<file path="config.mk">
export PLATFORM = sky130hd
export DESIGN_NAME = internet_checksum_pseudo_header
export DESIGN_NICKNAME = d
export VERILOG_FILES = /design/src/sv/icph_pkg.sv /design/src/sv/icph_accum.sv /design/src/sv/internet_checksum_pseudo_header.sv
export SDC_FILE = /design/constraint.sdc
export NUM_CORES = 1
export LEC_CHECK = 0
export ABC_CLOCK_PERIOD_IN_PS = 26700
export CAP_MARGIN = 10
export CELL_PAD_IN_SITES_DETAIL_PLACEMENT = 1
export CELL_PAD_IN_SITES_GLOBAL_PLACEMENT = 2
export CORE_UTILIZATION = 35
export CTS_CLUSTER_SIZE = 12
export DETAILED_ROUTE_END_ITERATION = 10
export DONT_BUFFER_PORTS = 1
export GPL_TIMING_DRIVEN = 0
export HOLD_SLACK_MARGIN = 0.06
export PLACE_DENSITY_LB_ADDON = 0.05
export SYNTH_ARGS = -nofsm -noshare
export SYNTH_HDL_FRONTEND = slang
export SYNTH_SLANG_ARGS = --single-unit
</file>
<file path="constraint.sdc">
create_clock -name clk_i -period 26.7 [get_ports clk_i]
set_input_delay 1.335 -clock clk_i [delete_from_list [all_inputs] [get_ports clk_i]]
set_output_delay 1.335 -clock clk_i [all_outputs]
set_load 0.03 [all_outputs]
</file>
<file path="src/sv/icph_pkg.sv">
// Package for the pseudo-header internet checksum block.
// Holds field codes, request and result types and the ones' complement add.
// No dependencies.
`default_nettype none

package icph_pkg;

  localparam int LenBits = 20;

  localparam logic [1:0] PartSkip    = 2'd0;
  localparam logic [1:0] PartAddr    = 2'd1;
  localparam logic [1:0] PartPayload = 2'd2;

  typedef struct packed {
    logic [7:0] data_byte;
    logic [1:0] part;
    logic       last;
  } in_item_t;

  typedef struct packed {
    logic [15:0] checksum_value;
    logic        odd_length;
  } out_item_t;

  function automatic logic [15:0] oc_add(input logic [15:0] a, input logic [15:0] b);
    logic [16:0] s;
    logic [16:0] f;
    s = {1'b0, a} + {1'b0, b};
    f = {1'b0, s[15:0]} + {16'd0, s[16]};
    return f[15:0];
  endfunction

endpackage

`default_nettype wire

</file>
<file path="src/sv/icph_accum.sv">
// Packet accumulator: running ones' complement sum, byte pairing and payload count.
// Produces the folded, inverted checksum for a request marked last.
// Depends on icph_pkg.
`default_nettype none

module icph_accum (
  input  wire logic                 clk_i,
  input  wire logic                 rst_ni,
  input  wire logic                 step_i,
  input  wire icph_pkg::in_item_t   item_i,
  input  wire logic [7:0]           proto_i,
  output icph_pkg::out_item_t       res_o
);

  logic [15:0]                  sum_q, sum_d;
  logic                         low_next_q, low_next_d;
  logic [7:0]                   held_q, held_d;
  logic [icph_pkg::LenBits-1:0] count_q, count_d;

  logic        is_data;
  logic        pair_hit;
  logic [15:0] add_word;
  logic [31:0] len_ext;
  logic [18:0] total;
  logic [16:0] fold1;
  logic [16:0] fold2;

  always_comb begin
    is_data  = (item_i.part == icph_pkg::PartAddr) || (item_i.part == icph_pkg::PartPayload);
    pair_hit = is_data && low_next_q;

    // pair word, or the zero-padded current or pending high byte for the end-of-packet total
    if (pair_hit) begin
      add_word = {held_q, item_i.data_byte};
    end else if (is_data) begin
      add_word = {item_i.data_byte, 8'd0};
    end else if (low_next_q) begin
      add_word = {held_q, 8'd0};
    end else begin
      add_word = 16'd0;
    end

    count_d = count_q;
    if ((item_i.part == icph_pkg::PartPayload) && (count_q != '1)) begin
      count_d = count_q + 1'b1;
    end

    len_ext = 32'(count_d);
    total   = 19'(sum_q) + 19'(add_word) + 19'(len_ext[15:0]) + 19'(len_ext[31:16])
            + 19'(proto_i);
    fold1   = {1'b0, total[15:0]} + 17'(total[18:16]);
    fold2   = {1'b0, fold1[15:0]} + 17'(fold1[16]);

    res_o.checksum_value = ~fold2[15:0];
    res_o.odd_length     = count_d[0];

    if (item_i.last) begin
      sum_d      = 16'd0;
      low_next_d = 1'b0;
      held_d     = 8'd0;
      count_d    = '0;
    end else begin
      sum_d      = pair_hit ? icph_pkg::oc_add(sum_q, add_word) : sum_q;
      low_next_d = is_data ? !low_next_q : low_next_q;
      held_d     = pair_hit ? 8'd0 : (is_data ? item_i.data_byte : held_q);
    end
  end

  always_ff @(posedge clk_i or negedge rst_ni) begin
    if (!rst_ni) begin
      sum_q      <= 16'd0;
      low_next_q <= 1'b0;
      held_q     <= 8'd0;
      count_q    <= '0;
    end else if (step_i) begin
      sum_q      <= sum_d;
      low_next_q <= low_next_d;
      held_q     <= held_d;
      count_q    <= count_d;
    end
  end

endmodule

`default_nettype wire

</file>
<file path="src/sv/internet_checksum_pseudo_header.sv">
// A result is offered from the output register once its last byte leaves stage one.
// One byte per cycle unless a last byte waits; the per-byte work is one 16-bit add
// between the input register and the packet state, the final fold one add tree.
// A full output register stalls only a byte marked last waiting behind it.
// Reset clears the sum, pairing, payload count and both stages; protocol resets to 6.
`default_nettype none

module internet_checksum_pseudo_header (
  input  wire logic                 clk_i,
  input  wire logic                 rst_ni,
  input  wire logic                 in_valid_i,
  output logic                      in_ready_o,
  input  wire icph_pkg::in_item_t   in_data_i,
  output logic                      out_valid_o,
  input  wire logic                 out_ready_i,
  output icph_pkg::out_item_t       out_data_o,
  input  wire logic                 cfg_valid_i,
  output logic                      cfg_ready_o,
  input  wire logic [7:0]           cfg_data_i
);

  logic                s1_valid_q, s1_valid_d;
  icph_pkg::in_item_t  s1_q;
  logic                out_valid_q, out_valid_d;
  icph_pkg::out_item_t out_q;
  logic [7:0]          proto_q;

  logic                out_free;
  logic                s1_adv;
  logic                in_acc;
  icph_pkg::out_item_t res;

  always_comb begin
    out_free    = !out_valid_q || out_ready_i;
    s1_adv      = s1_valid_q && (!s1_q.last || out_free);
    in_ready_o  = !s1_valid_q || s1_adv;
    in_acc      = in_valid_i && in_ready_o;
    s1_valid_d  = in_acc ? 1'b1 : (s1_adv ? 1'b0 : s1_valid_q);
    if (s1_adv && s1_q.last) begin
      out_valid_d = 1'b1;
    end else if (out_ready_i) begin
      out_valid_d = 1'b0;
    end else begin
      out_valid_d = out_valid_q;
    end
    out_valid_o = out_valid_q;
    out_data_o  = out_q;
    cfg_ready_o = 1'b1;
  end

  icph_accum u_accum (
    .clk_i   (clk_i),
    .rst_ni  (rst_ni),
    .step_i  (s1_adv),
    .item_i  (s1_q),
    .proto_i (proto_q),
    .res_o   (res)
  );

  always_ff @(posedge clk_i or negedge rst_ni) begin
    if (!rst_ni) begin
      s1_valid_q  <= 1'b0;
      out_valid_q <= 1'b0;
      proto_q     <= 8'd6;
    end else begin
      s1_valid_q  <= s1_valid_d;
      out_valid_q <= out_valid_d;
      if (cfg_valid_i) begin
        proto_q <= cfg_data_i;
      end
    end
  end

  always_ff @(posedge clk_i) begin
    if (in_acc) begin
      s1_q <= in_data_i;
    end
    if (s1_adv && s1_q.last) begin
      out_q <= res;
    end
  end

  a_rise_from_last: assert property (@(posedge clk_i) disable iff (!rst_ni)
    $rose(out_valid_q) |-> $past(s1_valid_q && s1_q.last))
    else $error("result raised without a last request in stage one");

  a_nonlast_flows: assert property (@(posedge clk_i) disable iff (!rst_ni)
    (s1_valid_q && !s1_q.last) |-> s1_adv)
    else $error("non-last request stalled in stage one");

  a_last_waits: assert property (@(posedge clk_i) disable iff (!rst_ni)
    (s1_valid_q && s1_q.last && out_valid_q && !out_ready_i) |=> s1_valid_q)
    else $error("last request dropped while result pending");

endmodule

`default_nettype wire

</file>
Word-level counts from Yosys, hierarchy flattened

Cells that the tools add are included.
W data, S select, Z words.

Order comparisons: 0
Div/mod/pow operators: 0
Equality and inequality tests: 3
Bitwise logic cells: 1
Shift operators: 0
Add/sub/neg operators: 9
Multiply operators: 0
Reductions and logical operators: 21
Multiplexer cells: 16

Operators by type and width:

| operator                | number |
|---|---|
| $mux W16                | 5 |
| $mux W20                | 2 |
| $add A16 B16 Y17        | 2 |
| $add A16 B1 Y16         | 2 |
| $mux W8                 | 3 |
| $add A20 B1 Y20 const B | 1 |
| $ne A20 B20 Y1 const B  | 1 |
| $add A19 B16 Y19        | 1 |
| $add A19 B4 Y19         | 1 |
| $add A19 B8 Y19         | 1 |
| $add A16 B3 Y17         | 1 |
| $not A16 Y16            | 1 |
| $reduce_bool A2 Y1      | 4 |
| $mux W1                 | 6 |
| $reduce_and A2 Y1       | 3 |
| $logic_and A1 B1 Y1     | 5 |
| $logic_not A1 Y1        | 4 |
| $logic_or A1 B1 Y1      | 4 |
| $reduce_bool A3 Y1      | 1 |
| $eq A2 B1 Y1 const B    | 1 |
| $eq A2 B2 Y1 const B    | 1 |

Memory bits (writable): 0
Bits in latches: 0
Bits in read-only memories: 0
Output and inout port bits: 20
Flip-flop bits (word level): 83
Memories: 0
Word-level logic and storage cells: 62

Depth between registers and ports, before layout

Gate-level depths: netlist (run 1).

Word-level depth: 11
Mapped depth: 43
Mapped depth without buffers: 43

Cells and area by module

From an unflattened synthesis (run 1), not the netlist that was laid out.

Cells, all modules: 782
Area total of the unflattened synthesis: 7280.7 µm²

Modules (own cells, without submodules):

| module                          | area an instance (µm²) | instances | cells each |
|---|---|---|---|
| icph_accum                      | 5995.8                 | 1         | 725 |
| internet_checksum_pseudo_header | 1285.0                 | 1         | 57 |

Worst setup path before layout (run 1)

No wires, ideal clock.

Path type: register to register
Start point: register s1_q[2] (netlist bit)
End point: register out_q, in the netlist out_data_o[16] (data pin)
Clock period less this slack: 9061 ps
Slack: 17639 ps
Required time: 26525 ps
Arrival time: 8886 ps
Cell stages (with the launch flop): 38
Cell sequence: edfxtp_1 -> ha_1 -> nor2b_1 -> and2_1 -> ha_1 -> inv_1 -> fa_1 -> nor2b_1 -> o21ai_0 -> a32oi_1 -> xor2_1 -> fa_1 -> ha_1 -> ha_1 -> or4_1 -> o2111a_1 -> o21ai_1 -> a21oi_1 -> (+2 left out) -> a21o_1 -> xnor2_1 -> fa_1 -> inv_1 -> a21oi_1 -> nor2_1 -> nand3_1 -> or3_2 -> or3_1 -> nor3_1 -> ha_1 -> nor2b_1 -> nand2_1 -> nor2_1 -> nand3_1 -> a311oi_4 -> a211oi_1 -> nor4bb_1

RTL lines:

| item                     | RTL line                              | source |
|---|---|---|
| start: declaration       | internet_checksum_pseudo_header.sv:23 | `icph_pkg::in_item_t s1_q;` |
| start signal: assignment | internet_checksum_pseudo_header.sv:76 | `s1_q <= in_data_i;` |
| end signal: assignment   | internet_checksum_pseudo_header.sv:79 | `out_q <= res;` |
| end: declaration         | internet_checksum_pseudo_header.sv:25 | `icph_pkg::out_item_t out_q;` |

==> reports/metrics.yaml, run 1 <==
run_status:
  status: "completed"
synth:
  yosysUniqueCellTypes: 67
  synth_cells: 708
  async_flop_share_pct: 66.27
  yosys_warnings: 0
  synth_area_um2: 6631
  synth_area_per_cell_um2: 9.366
  synth_nets: 809
  synthFlopType: "dfrtp_1"
  yosys_register_bits: 83
  yosysSeqAreaShare_pct: 33.47
  synth_edf_count: 28
place:
  gp_congestion: 0.7707
  port_buffers: 0
  dp_hpwl_um: 14300
  place_area_um2: 6948
  placed_cells: 938
cells_and_area:
  instances_no_fill: 954
  diodes: 0
  final_nets: 821
  syn2layout_area_growth_pct: 9.302
  final_util_pct: 39.67
  fin_area_um2: 7248
  drive_above_1_share_pct: 6.207
clock_tree:
  tritoncts.num_buffers: 9
  post_cts_buffers: 0
  ctsResizeCount: 0
  htree_levels: 3
  clock-sinks: 83
  cts-root-buf: "clkbuf_16"
  clk_latency_ns: 0.36
  cts_max_path_buffers: 2
  clk_pin_slew_ns: 0.07
  cts_hold_repair.buffers: 0
  cts_tree: "done"
sta:
  finClkSkew_ns: 0.01064
  finalMaxSlewViolations: 0
  period_share_pct: 40.83
  worstMarginPinSlew_ns: 0.9569
  setup_viol: 0
  max_slew_margin_pct: 35.40
  period_needed_ns: 10.90
  setup-tns-final_ns: 0
  rsz0062_at_grt: "no"
  hold_viol_final: 0
  fmax_ghz: 0.09174
routing:
  dr_wl_met3_um: 499
  detail_route.iter0.violations: 181
  drtAntennaViolNets: 0
  postRouteWirelength_um: 18000
  first_pass_iters: 4
  met2_length_um: 8421
  via_count: 5202
  post_drt_wl_per_cell_um: 18.86
  highest_layer: "met4"
  via_per_inst: 5.453
  wl_met1_um: 8887
  drc_errors: 0
worst_setup_path:
  timing.critical_path.buf_inv: 2
  critical_path_required_ns: 26.84
  crit_path_end_kind: "flop"
  reg2regPathDepth: 37
  critPathMaxFanout: 8
  crit_top_cell: "ha_1"
  path_depth: 37
  crit_arrival_ns: 11.04
  crit_type: "reg2reg"
  cp_slowest_cell: "or4_1"
  slowest_delay_ns: 0.55
  cpLargestDelayFamily: "simple AND/OR/NAND/NOR gates"
  cp-start-kind: "flop"
floorplanning:
  die_w_um: 139.6
  core_area_um2: 18270
  fp-row-count: 49
  start_util_pct: 36.30
  die_area_um2: 19500
  die_y_um: 139.6
  io_pins: 44
run:
  cap_viol_max_count: 0
power_and_ir_drop:
  total_power_mw: 0.5752
  power_density_nw_per_um2: 79.36
  irDropWorstVdd_mv: 0.03661
  p_leak_nw: 3.164
grt:
  grt_pass1_wl_um: 29040
  grt_util_all_layers_pct: 19.47
  antenna_found_initial: 0
  grt_max_degree: 56
  grt_overflow: 0
  grt_pass1_vias: 5387
min_path:
  hold_class: "reg2reg"
  min_path_cells: 2
-- area by class of cell --
type                            count  area (µm²)
Sequential cell                    83        2220
Clock inverter                      7       75.07
Clock buffer                        9       225.2
Buffer                             15       61.31
Fill cell                        2104       11020
Inverter                           44       165.2
Multi-Input combinational cell    566        4188
Tap cell                          229       286.5
Timing Repair Buffer                1       27.53
-- cell usage after synthesis (6+ instances only) --
cell type / instances / area, µm²
nand2_1: 70 / 262.8
mux2_2: 6 / 67.56
ha_1: 63 / 788.3
a21oi_1: 28 / 140.1
nor2_1: 40 / 150.1
or2_2: 8 / 50.05
dfrtp_1: 53 / 1326
and3_1: 15 / 93.84
nor3_1: 8 / 40.04
inv_1: 43 / 161.4
edfxtp_1: 28 / 840.8
o211ai_1: 6 / 45.04
nor2b_1: 8 / 50.05
nand2b_1: 7 / 43.79
xor2_1: 25 / 219.0
o21ai_0: 58 / 290.3
a21o_1: 10 / 75.07
fa_1: 14 / 280.3
a22o_1: 24 / 210.2
a31oi_1: 6 / 37.54
xnor2_1: 49 / 429.2
clkbuf_1: 12 / 45.04
nand4_1: 6 / 37.54
nand3_1: 22 / 110.1
and2_1: 14 / 87.58
a211oi_1: 6 / 45.04
o31ai_1: 10 / 75.07
-- worst reg2reg max path: cells and delay by family, from the launching register on --
kind | cells | cell delay (ns)
buffers and inverters | 2 | 0.13
and+or+nand+nor | 15 | 4.28
DFF | 1 | 0.37
adders and majority gates | 8 | 2.81
AOI/OAI and AO/OA | 10 | 2.43
xor gates and xnor gates | 2 | 0.66
-- state kept, by name (all words and copies together) (netlist names) --
name / cells
s1_q: 11
u_accum.sum_q: 16
u_accum.count_q: 20
out_valid_o: 1
out_data_o: 17
s1_valid_q: 1
proto_q: 8
u_accum.low_next_q: 1
u_accum.held_q: 8
-- where the power goes --
group | total, mW | internal [mW] | leakage [nW] | switching (mW)
clock | 0.132 | 0.0733 | 0.145 | 0.0588
sequential | 0.179 | 0.157 | 0.995 | 0.0220
combinational | 0.264 | 0.105 | 2.02 | 0.159
-- layer usage --
metal	GRT usage, %	up-vias
li1	-	2576
met1	26.57	2552
met2	32.43	62
met3	2.340	12
met4	5.437	0
met5	0	-
-- metrics by stage --
step           hold WS (ns)  setup WS, ns
2_1_floorplan        0.4497         17.64
3_3_place_gp         0.4665         15.75
3_5_place_dp         0.4820         15.66
4_1_cts              0.4974         15.60
5_1_grt              0.5146         14.86
6_report             0.4902         15.80
-- cell usage in the layout (no fill, tap or decap), types with 3 or more instances in the layout --
master / synthesis / routed
nand2b_1: 7 / 7
o311ai_0: 3 / 3
o31a_1: 4 / 4
a211oi_1: 6 / 6
a21oi_1: 28 / 28
nor2_1: 40 / 39
o21bai_1: 4 / 4
o21ai_0: 58 / 58
and2_1: 14 / 14
or2_2: 8 / 8
or3_1: 4 / 4
nand3b_1: 3 / 3
dfrtp_1: 53 / 53
nor2b_1: 8 / 8
nor3b_1: 3 / 3
nor3_1: 8 / 8
inv_1: 43 / 43
xnor2_1: 49 / 49
a22o_1: 24 / 24
o31ai_1: 10 / 10
a31oi_1: 6 / 6
clkbuf_1: 12 / 12
a21o_1: 10 / 10
o21a_1: 5 / 5
xor2_1: 25 / 25
nand3_1: 22 / 22
nand2_1: 70 / 70
nand4_1: 6 / 6
and3_1: 15 / 15
ha_1: 63 / 63
edfxtp_1: 28 / 28
mux2_2: 6 / 6
o211ai_1: 6 / 6
clkbuf_16: 0 / 9
fa_1: 14 / 14
-- final timing paths --
check / startpoint / endpoint / slack, ns
setup reg to reg: s1_q[2]$_DFFE_PP_ / out_data_o[16]$_DFFE_PP_ / 15.80
hold / removal: u_accum.held_q[4]$_DFFE_PN0P_ / u_accum.held_q[4]$_DFFE_PN0P_ / 0.49
setup / recovery: s1_q[2]$_DFFE_PP_ / out_data_o[16]$_DFFE_PP_ / 15.80
max in group asynchronous: rst_ni / proto_q[2]$_DFFE_PN1P_ / 25.81
hold reg to reg: u_accum.held_q[4]$_DFFE_PN0P_ / u_accum.held_q[4]$_DFFE_PN0P_ / 0.49
min in group asynchronous: rst_ni / proto_q[7]$_DFFE_PN0P_ / 0.69
-- kinds of logic (layout without fill, tap and decap cells) --
logic type / Yosys count / in the layout / share of synthesized area [%]
AO/OA/AOI/OAI: 186 / 186 / 19.23
XOR/XNOR: 74 / 74 / 9.774
adder cells (fa/ha/maj): 77 / 77 / 16.11
buffers and inverters: 59 / 76 / 3.415
flip-flops: 83 / 83 / 33.47
multiplexers: 6 / 6 / 1.019
other: 1 / 1 / 0.05655
AND/OR/NAND/NOR: 222 / 222 / 16.92
Note: power is estimated with default switching activity, not from simulation.
==> run 2, diff against run 1 <==
--- a/config.mk
+++ b/config.mk
@@ -5,7 +5,7 @@
 export SDC_FILE = /design/constraint.sdc
 export NUM_CORES = 1
 export LEC_CHECK = 0
-export ABC_CLOCK_PERIOD_IN_PS = 26700
+export ABC_CLOCK_PERIOD_IN_PS = 9000
 export CAP_MARGIN = 10
 export CELL_PAD_IN_SITES_DETAIL_PLACEMENT = 1
 export CELL_PAD_IN_SITES_GLOBAL_PLACEMENT = 2
==> constraint.sdc (replaced) <==
create_clock -name clk_i -period 9 [get_ports clk_i]
set_input_delay 0.45 -clock clk_i [delete_from_list [all_inputs] [get_ports clk_i]]
set_output_delay 0.45 -clock clk_i [all_outputs]
set_load 0.03 [all_outputs]
==> run 2 against run 1 <==
Cell area rose by 11%. Highest routed layer unchanged. Sequential share of layout area fell by 3.1 points. Clock power rose to 2.7 times the previous value. Combinational power rose to 3.7 times the previous value. Largest power group unchanged. First-iteration DRC count fell by 3.9%. Critical endpoint unchanged.
==> reports/metrics.yaml, run 2 (synthesis gave the netlist of run 1 again) <==
floorplanning:
  die_w_um: 139.6  # unchanged
  die_area_um2: 19500  # unchanged
  core_area_um2: 18270  # unchanged
  die_y_um: 139.6  # unchanged
  start_util_pct: 36.30  # unchanged
  io_pins: 44  # unchanged
  fp-row-count: 49  # unchanged
routing:
  first_pass_iters: 6  # +2
  postRouteWirelength_um: 19470  # +8.2%
  drtAntennaViolNets: 0  # unchanged
  via_per_inst: 5.486  # +0.61%
  post_drt_wl_per_cell_um: 19.67  # +4.3%
  detail_route.iter0.violations: 174  # -3.9%
  via_count: 5431  # +4.4%
  drc_errors: 0  # unchanged
clock_tree:
  clk_pin_slew_ns: 0.07  # about the same
  clk_latency_ns: 0.35  # about the same
  tritoncts.num_buffers: 9  # unchanged
  clock-sinks: 83  # unchanged
  cts_max_path_buffers: 2  # unchanged
  cts-root-buf: "clkbuf_16"
  htree_levels: 3  # unchanged
  cts_tree: "done"
cells_and_area:
  diodes: 0  # unchanged
  drive_above_1_share_pct: 20.50  # +14 points
  final_util_pct: 44.16  # +4.5 points
  syn2layout_area_growth_pct: 21.66
  layout.cells.most_common: "nand2_1"
  largest_reg_flops: 20  # unchanged
  top_register: "u_accum.count_q"
  instances_no_fill: 990  # +3.8%
  final_nets: 857  # +4.4%
  nFillCells: 2051  # -2.5%
  fin_area_um2: 8068  # +11%
  layout_common_cells: "69 x nand2_1, 53 x dfrtp_1, 51 x o21ai_0"
grt:
  grt_overflow: 0  # unchanged
  grt_max_degree: 56  # unchanged
  grt_pass1_vias: 5645  # +4.8%
  antenna_found_initial: 0  # unchanged
  grt_pass1_wl_um: 30140  # +3.8%
  grt_util_all_layers_pct: 20.09  # +0.62 points
power_and_ir_drop:
  irDropWorstVdd_mv: 0.1107  # +200%
  p_leak_nw: 3.403  # +7.5%
  power_density_nw_per_um2: 231.4  # +190%
  total_power_mw: 1.867  # +220%
place:
  dp_slack_ns: -1.911  # -17.57 ns
  gp_congestion: 0.7712  # about the same
  place_area_um2: 6952  # about the same
  port_buffers: 0  # unchanged
  dp_hpwl_um: 14400  # +0.74%
  placed_cells: 938  # unchanged
worst_setup_path:
  cp-start-kind: "flop"
  crit_path_end_kind: "flop"
  cp_slowest_cell: "fa_1"
  critical_path_required_ns: 9.10  # -17.74 ns
  crit_top_cell: "ha_4"
  crit_type: "reg2reg"
  slowest_delay_ns: 0.58  # +0.03 ns
  critPathMaxFanout: 8  # unchanged
  crit_arrival_ns: 8.68  # -2.36 ns
sta:
  fmax_ghz: 0.1165  # +27%
  finalMaxSlewViolations: 0  # unchanged
  max_slew_margin_pct: 35.75  # +0.35 points
  worst_hold_slack_ns: 0.1870  # -0.3032 ns
  setup_ws_ns: 0.4178  # -15.38 ns
  finClkSkew_ns: 0.009849  # -0.0007941 ns
  period_needed_ns: 8.582  # -2.319 ns
  setup_viol: 0  # unchanged
  worstMarginPinSlew_ns: 0.9517  # -0.005176 ns
  hold_viol_final: 0  # unchanged
  period_share_pct: 95.36  # +55 points
  setup-tns-final_ns: 0  # unchanged
run_status:
  status: "completed"
run:
  cap_viol_max_count: 0  # unchanged
min_path:
  hold_class: "in2reg"
run 2: cell type report:
| cell class | instances | area (µm²) | share of cell area (%) |
|---|---|---|---|
| plain buffers | 13 | 52.55 | 0.6514 |
| clock buffers | 9 | 225.2 | 2.792 |
| clock inverters | 7 | 51.30 | 0.6359 |
| inverters | 44 | 165.2 | 2.047 |
| multi-input cells | 566 | 4728 | 58.61 |
| flip-flops and latches | 83 | 2220 | 27.51 |
| well taps | 229 | 286.5 | 3.551 |
| repair buffers | 39 | 339.1 | 4.203 |
run 2: path summary, 6_finish.rpt:
path / startpoint / endpoint / slack [ns] / cells after the start
max: s1_q[2]$_DFFE_PP_ / out_data_o[16]$_DFFE_PP_ / 0.42 / 39
min reg2reg: u_accum.held_q[6]$_DFFE_PN0P_ / u_accum.held_q[6]$_DFFE_PN0P_ / 0.49 / 2
min in group asynchronous: rst_ni / u_accum.sum_q[15]$_DFFE_PN0P_ / 0.63 / 2
min: in_data_i[0] / s1_q[0]$_DFFE_PP_ / 0.19 / 0
max in group asynchronous: rst_ni / proto_q[2]$_DFFE_PN1P_ / 8.03 / 2
max reg2reg: s1_q[2]$_DFFE_PP_ / out_data_o[16]$_DFFE_PP_ / 0.42 / 39
run 2: critical path: cells and delay by family (launching register included):
kind	cells	cell delay [ns]
AOI/OAI and AO/OA	9	1.72
xor gates and xnor gates	2	0.25
adders and majority gates	8	2.39
buffers and inverters	4	0.44
DFF	1	0.42
and+or+nand+nor	16	3.10
run 2: routing by layer:
layer	GRT usage, %	vias up	wire length (µm)
met4	6.593	0	308
met1	26.33	2673	9318
met2	33.91	71	9459
li1	-	2668	-
met3	2.959	19	384
met5	0	-	0
run 2: repair_timing:
item,CTS,global route
endpoints found under the setup margin,16,10
pin swaps,14,51
endpoints found under the hold margin,55,0
setup buffers,12,24
resized for setup,46,59
hold buffers,2,0
cloned,0,0
run 2: report_power, final:
group          leakage (nW)  switching, mW  total, mW  internal [mW]
clock                 0.137          0.174      0.363          0.189
sequential            0.995         0.0696      0.535          0.465
combinational          2.27          0.555      0.969          0.415
==> run 3, diff against run 2 <==
--- a/config.mk
+++ b/config.mk
@@ -5,11 +5,12 @@
 export SDC_FILE = /design/constraint.sdc
 export NUM_CORES = 1
 export LEC_CHECK = 0
+export ABC_AREA = 1
 export ABC_CLOCK_PERIOD_IN_PS = 9000
 export CAP_MARGIN = 10
 export CELL_PAD_IN_SITES_DETAIL_PLACEMENT = 1
 export CELL_PAD_IN_SITES_GLOBAL_PLACEMENT = 2
-export CORE_UTILIZATION = 35
+export CORE_UTILIZATION = 34
 export CTS_CLUSTER_SIZE = 12
 export DETAILED_ROUTE_END_ITERATION = 10
 export DONT_BUFFER_PORTS = 1
==> run 3 against run 2 <==
Core utilization fell by 5.1 points. Critical path depth rose by 12. Flip-flop and latch count is the same. Cell count rose by 29%. Die area is 11% higher. Global-route usage grew 0.32 points. Clock-buffer cell count stayed put. First-iteration DRC count rose by 32%. Sequential power is 7.1% higher.
==> reports/metrics.yaml, run 3 <==
place:
  place_area_um2: 7472  # +7.5%
  gp_congestion: 0.8172  # +6.0%
  placed_cells: 1248  # +33%
  port_buffers: 0  # unchanged
  dp_hpwl_um: 16960  # +18%
grt:
  gr-usage-met2_pct: 35.43  # +1.5 points
  grt_pass1_wl_um: 34070  # +13%
  grt_max_degree: 56  # unchanged
  met3_usage_pct: 2.484  # -0.47 points
  grt_use_met1_pct: 26.72  # +0.39 points
  grt_pass1_vias: 6572  # +16%
  antenna_found_initial: 0  # unchanged
  grt_busiest_layer: "met2"
  grt_overflow: 0  # unchanged
  grt_util_all_layers_pct: 20.41  # +0.32 points
synth:
  yosysUniqueCellTypes: 39  # -42%
  synth_nets: 1079  # +33%
  post-synth-top-count-cell: "nand2_1"
  async_flop_share_pct: 66.27  # unchanged
  synth_cells: 978  # +38%
  synth_top_area_share_pct: 18.59  # -1.4 points
  synth_area_per_cell_um2: 7.295  # -22%
  yosys-top-cells-count: "286 x nand2_1, 146 x inv_1, 77 x nor2_1"
  yosys_register_bits: 83  # unchanged
  synth_area_um2: 7134  # +7.6%
  synth_edf_count: 28  # unchanged
  yosysSeqAreaShare_pct: 31.11  # -2.4 points
  synth.largest_area_cell: "dfrtp_1"
  yosys_warnings: 0  # unchanged
  synth_area_leaders: "dfrtp_1 19%, nand2_1 15%, edfxtp_1 12%"
  synthFlopType: "dfrtp_1"
clock_tree:
  cts_max_path_buffers: 2  # unchanged
  clk_pin_slew_ns: 0.07  # about the same
  clk_latency_ns: 0.35  # about the same
  tritoncts.num_buffers: 9  # unchanged
  clock-sinks: 83  # unchanged
  htree_levels: 3  # unchanged
  cts_tree: "done"
  cts-root-buf: "clkbuf_16"
routing:
  drc_errors: 0  # unchanged
  postRouteWirelength_um: 20470  # +5.2%
  post_drt_wl_per_cell_um: 16.06  # -18%
  via_count: 6146  # +13%
  first_pass_iters: 4  # -2
  drtAntennaViolNets: 0  # unchanged
  via_per_inst: 4.820  # -12%
  detail_route.iter0.violations: 229  # +32%
worst_setup_path:
  crit_arrival_ns: 8.33  # -0.35 ns
  crit_top_cell: "nand2_1"
  slowest_delay_ns: 0.53  # -0.05 ns
  crit_type: "reg2reg"
  cp-start-kind: "flop"
  critPathMaxFanout: 8  # unchanged
  critical_path_required_ns: 9.10  # about the same
  crit_path_end_kind: "flop"
  cp_slowest_cell: "fa_1"
cells_and_area:
  top_register: "u_accum.count_q"
  largest_reg_flops: 20  # unchanged
  final_nets: 1101  # +28%
  fin_area_um2: 7989  # -0.98%
  drive_above_1_share_pct: 11.54  # -9.0 points
  layout.cells.most_common: "nand2_1"
  layout_common_cells: "283 x nand2_1, 146 x inv_1, 72 x nor2_1"
  instances_no_fill: 1275  # +29%
  diodes: 0  # unchanged
  syn2layout_area_growth_pct: 11.98
sta:
  finClkSkew_ns: 0.01494  # +0.005096 ns
  setup-tns-final_ns: 0  # unchanged
  period_share_pct: 91.52  # -3.8 points
  rsz0062_at_grt: "no"
  hold_viol_final: 0  # unchanged
  fmax_ghz: 0.1214  # +4.2%
  max_slew_margin_pct: 53.14  # +17 points
  period_needed_ns: 8.237  # -0.3456 ns
  finalMaxSlewViolations: 0  # unchanged
  setup_viol: 0  # unchanged
  worstMarginPinSlew_ns: 0.7003  # -0.2514 ns
floorplanning:
  start_util_pct: 34.92  # -1.4 points
  die_w_um: 146.9  # +5.2%
  core_area_um2: 20430  # +12%
  io_pins: 44  # unchanged
  die_area_um2: 21570  # +11%
  die_y_um: 146.9  # +5.2%
  fp-row-count: 52  # +6.1%
power_and_ir_drop:
  power_density_nw_per_um2: 289.5  # +25%
  p_leak_nw: 4.043  # +19%
  irDropWorstVdd_mv: 0.1556  # +41%
run:
  cap_viol_max_count: 0  # unchanged
run_status:
  status: "completed"
min_path:
  hold_class: "in2reg"
run 3: cell count changes in the layout (fill, tap and decap cells not counted), sizes merged, moves of 19 or more:
cell / change
nand3: +50
a22o: -19
buf: -26
nor2: +56
xnor2: -42
inv: +116
nand2: +235
run 3: cell families (layout without fill, tap and decap cells):
family                     Yosys count  in the layout  synth area share, %
AOI/OAI and AO/OA                   94             94                7.418
other                                1              1              0.05256
buffers and inverters              167            194                8.892
adders and majority gates           77             77                14.98
and+or+nand+nor                    509            509                31.29
DFF                                 83             83                31.11
muxes                                5              5               0.7891
xor gates and xnor gates            42             42                5.472
run 3: metal layers:
layer | vias to the layer above | routed length [µm]
met1 | 2916 | 9625
met5 | - | 0
met2 | 46 | 10060
met3 | 19 | 410
met4 | 0 | 376
li1 | 3165 | -
run 3: worst paths after layout:
kind / from / endpoint / slack [ns] / cells past startpoint
worst min register to register: u_accum.held_q[5]$_DFFE_PN0P_ / u_accum.held_q[5]$_DFFE_PN0P_ / 0.49 / 2
min in group asynchronous: rst_ni / u_accum.sum_q[1]$_DFFE_PN0P_ / 0.64 / 2
max in group asynchronous: rst_ni / proto_q[2]$_DFFE_PN1P_ / 8.05 / 2
worst max-delay path: s1_q[2]$_DFFE_PP_ / out_data_o[16]$_DFFE_PP_ / 0.76 / 51
worst min-delay path: in_data_i[6] / s1_q[6]$_DFFE_PP_ / 0.19 / 0
worst max register to register: s1_q[2]$_DFFE_PP_ / out_data_o[16]$_DFFE_PP_ / 0.76 / 51
run 3: layout make-up:
| cell class | instances | area (µm²) |
|---|---|---|
| buffer | 9 | 41.29 |
| clock buffer | 9 | 225.2 |
| clock inverter | 7 | 80.08 |
| fill | 2617 | 12440 |
| inverter | 158 | 596.8 |
| multi-input combinational | 728 | 4383 |
| sequential | 83 | 2220 |
| tap | 270 | 337.8 |
| timing repair buffer | 11 | 105.1 |
run 3: metrics by stage:
stage                     utilization (%)  power (mW)  hold slack (ns)  worst slack, ns
after floorplan                         -       1.556           0.1544            1.744
after global placement              36.58       1.881           0.1577           0.1345
after detailed placement            36.58       1.898           0.1585          0.07203
after CTS                           38.25       2.310           0.1741          0.01954
after global routing                39.10       2.564           0.1713          0.01257
final                               39.10       2.313           0.1918           0.7634
run 3: what timing repair did:
action | CTS | global route
resized for setup | 0 | 25
buffers inserted | 0 | 9
setup endpoints to repair | 0 | 10
hold buffers | 2 | 0
endpoints found under the hold margin | 55 | 0
run 3: power breakdown:
part	switching [mW]	total, mW	internal (mW)	leakage, nW
Combinational	0.894	1.35	0.455	2.91
Clock	0.172	0.391	0.219	0.143
Sequential	0.0855	0.573	0.487	0.992
run 3: worst max-delay path, delay by kind of cell (launching register included):
kind                     cells  cell delay, ns
AND/OR/NAND/NOR             32            3.45
adder cells (fa/ha/maj)      9            3.21
buffers and inverters        7            0.65
flip-flops                   1            0.37
AO/OA/AOI/OAI                2            0.15
XOR/XNOR                     1            0.11
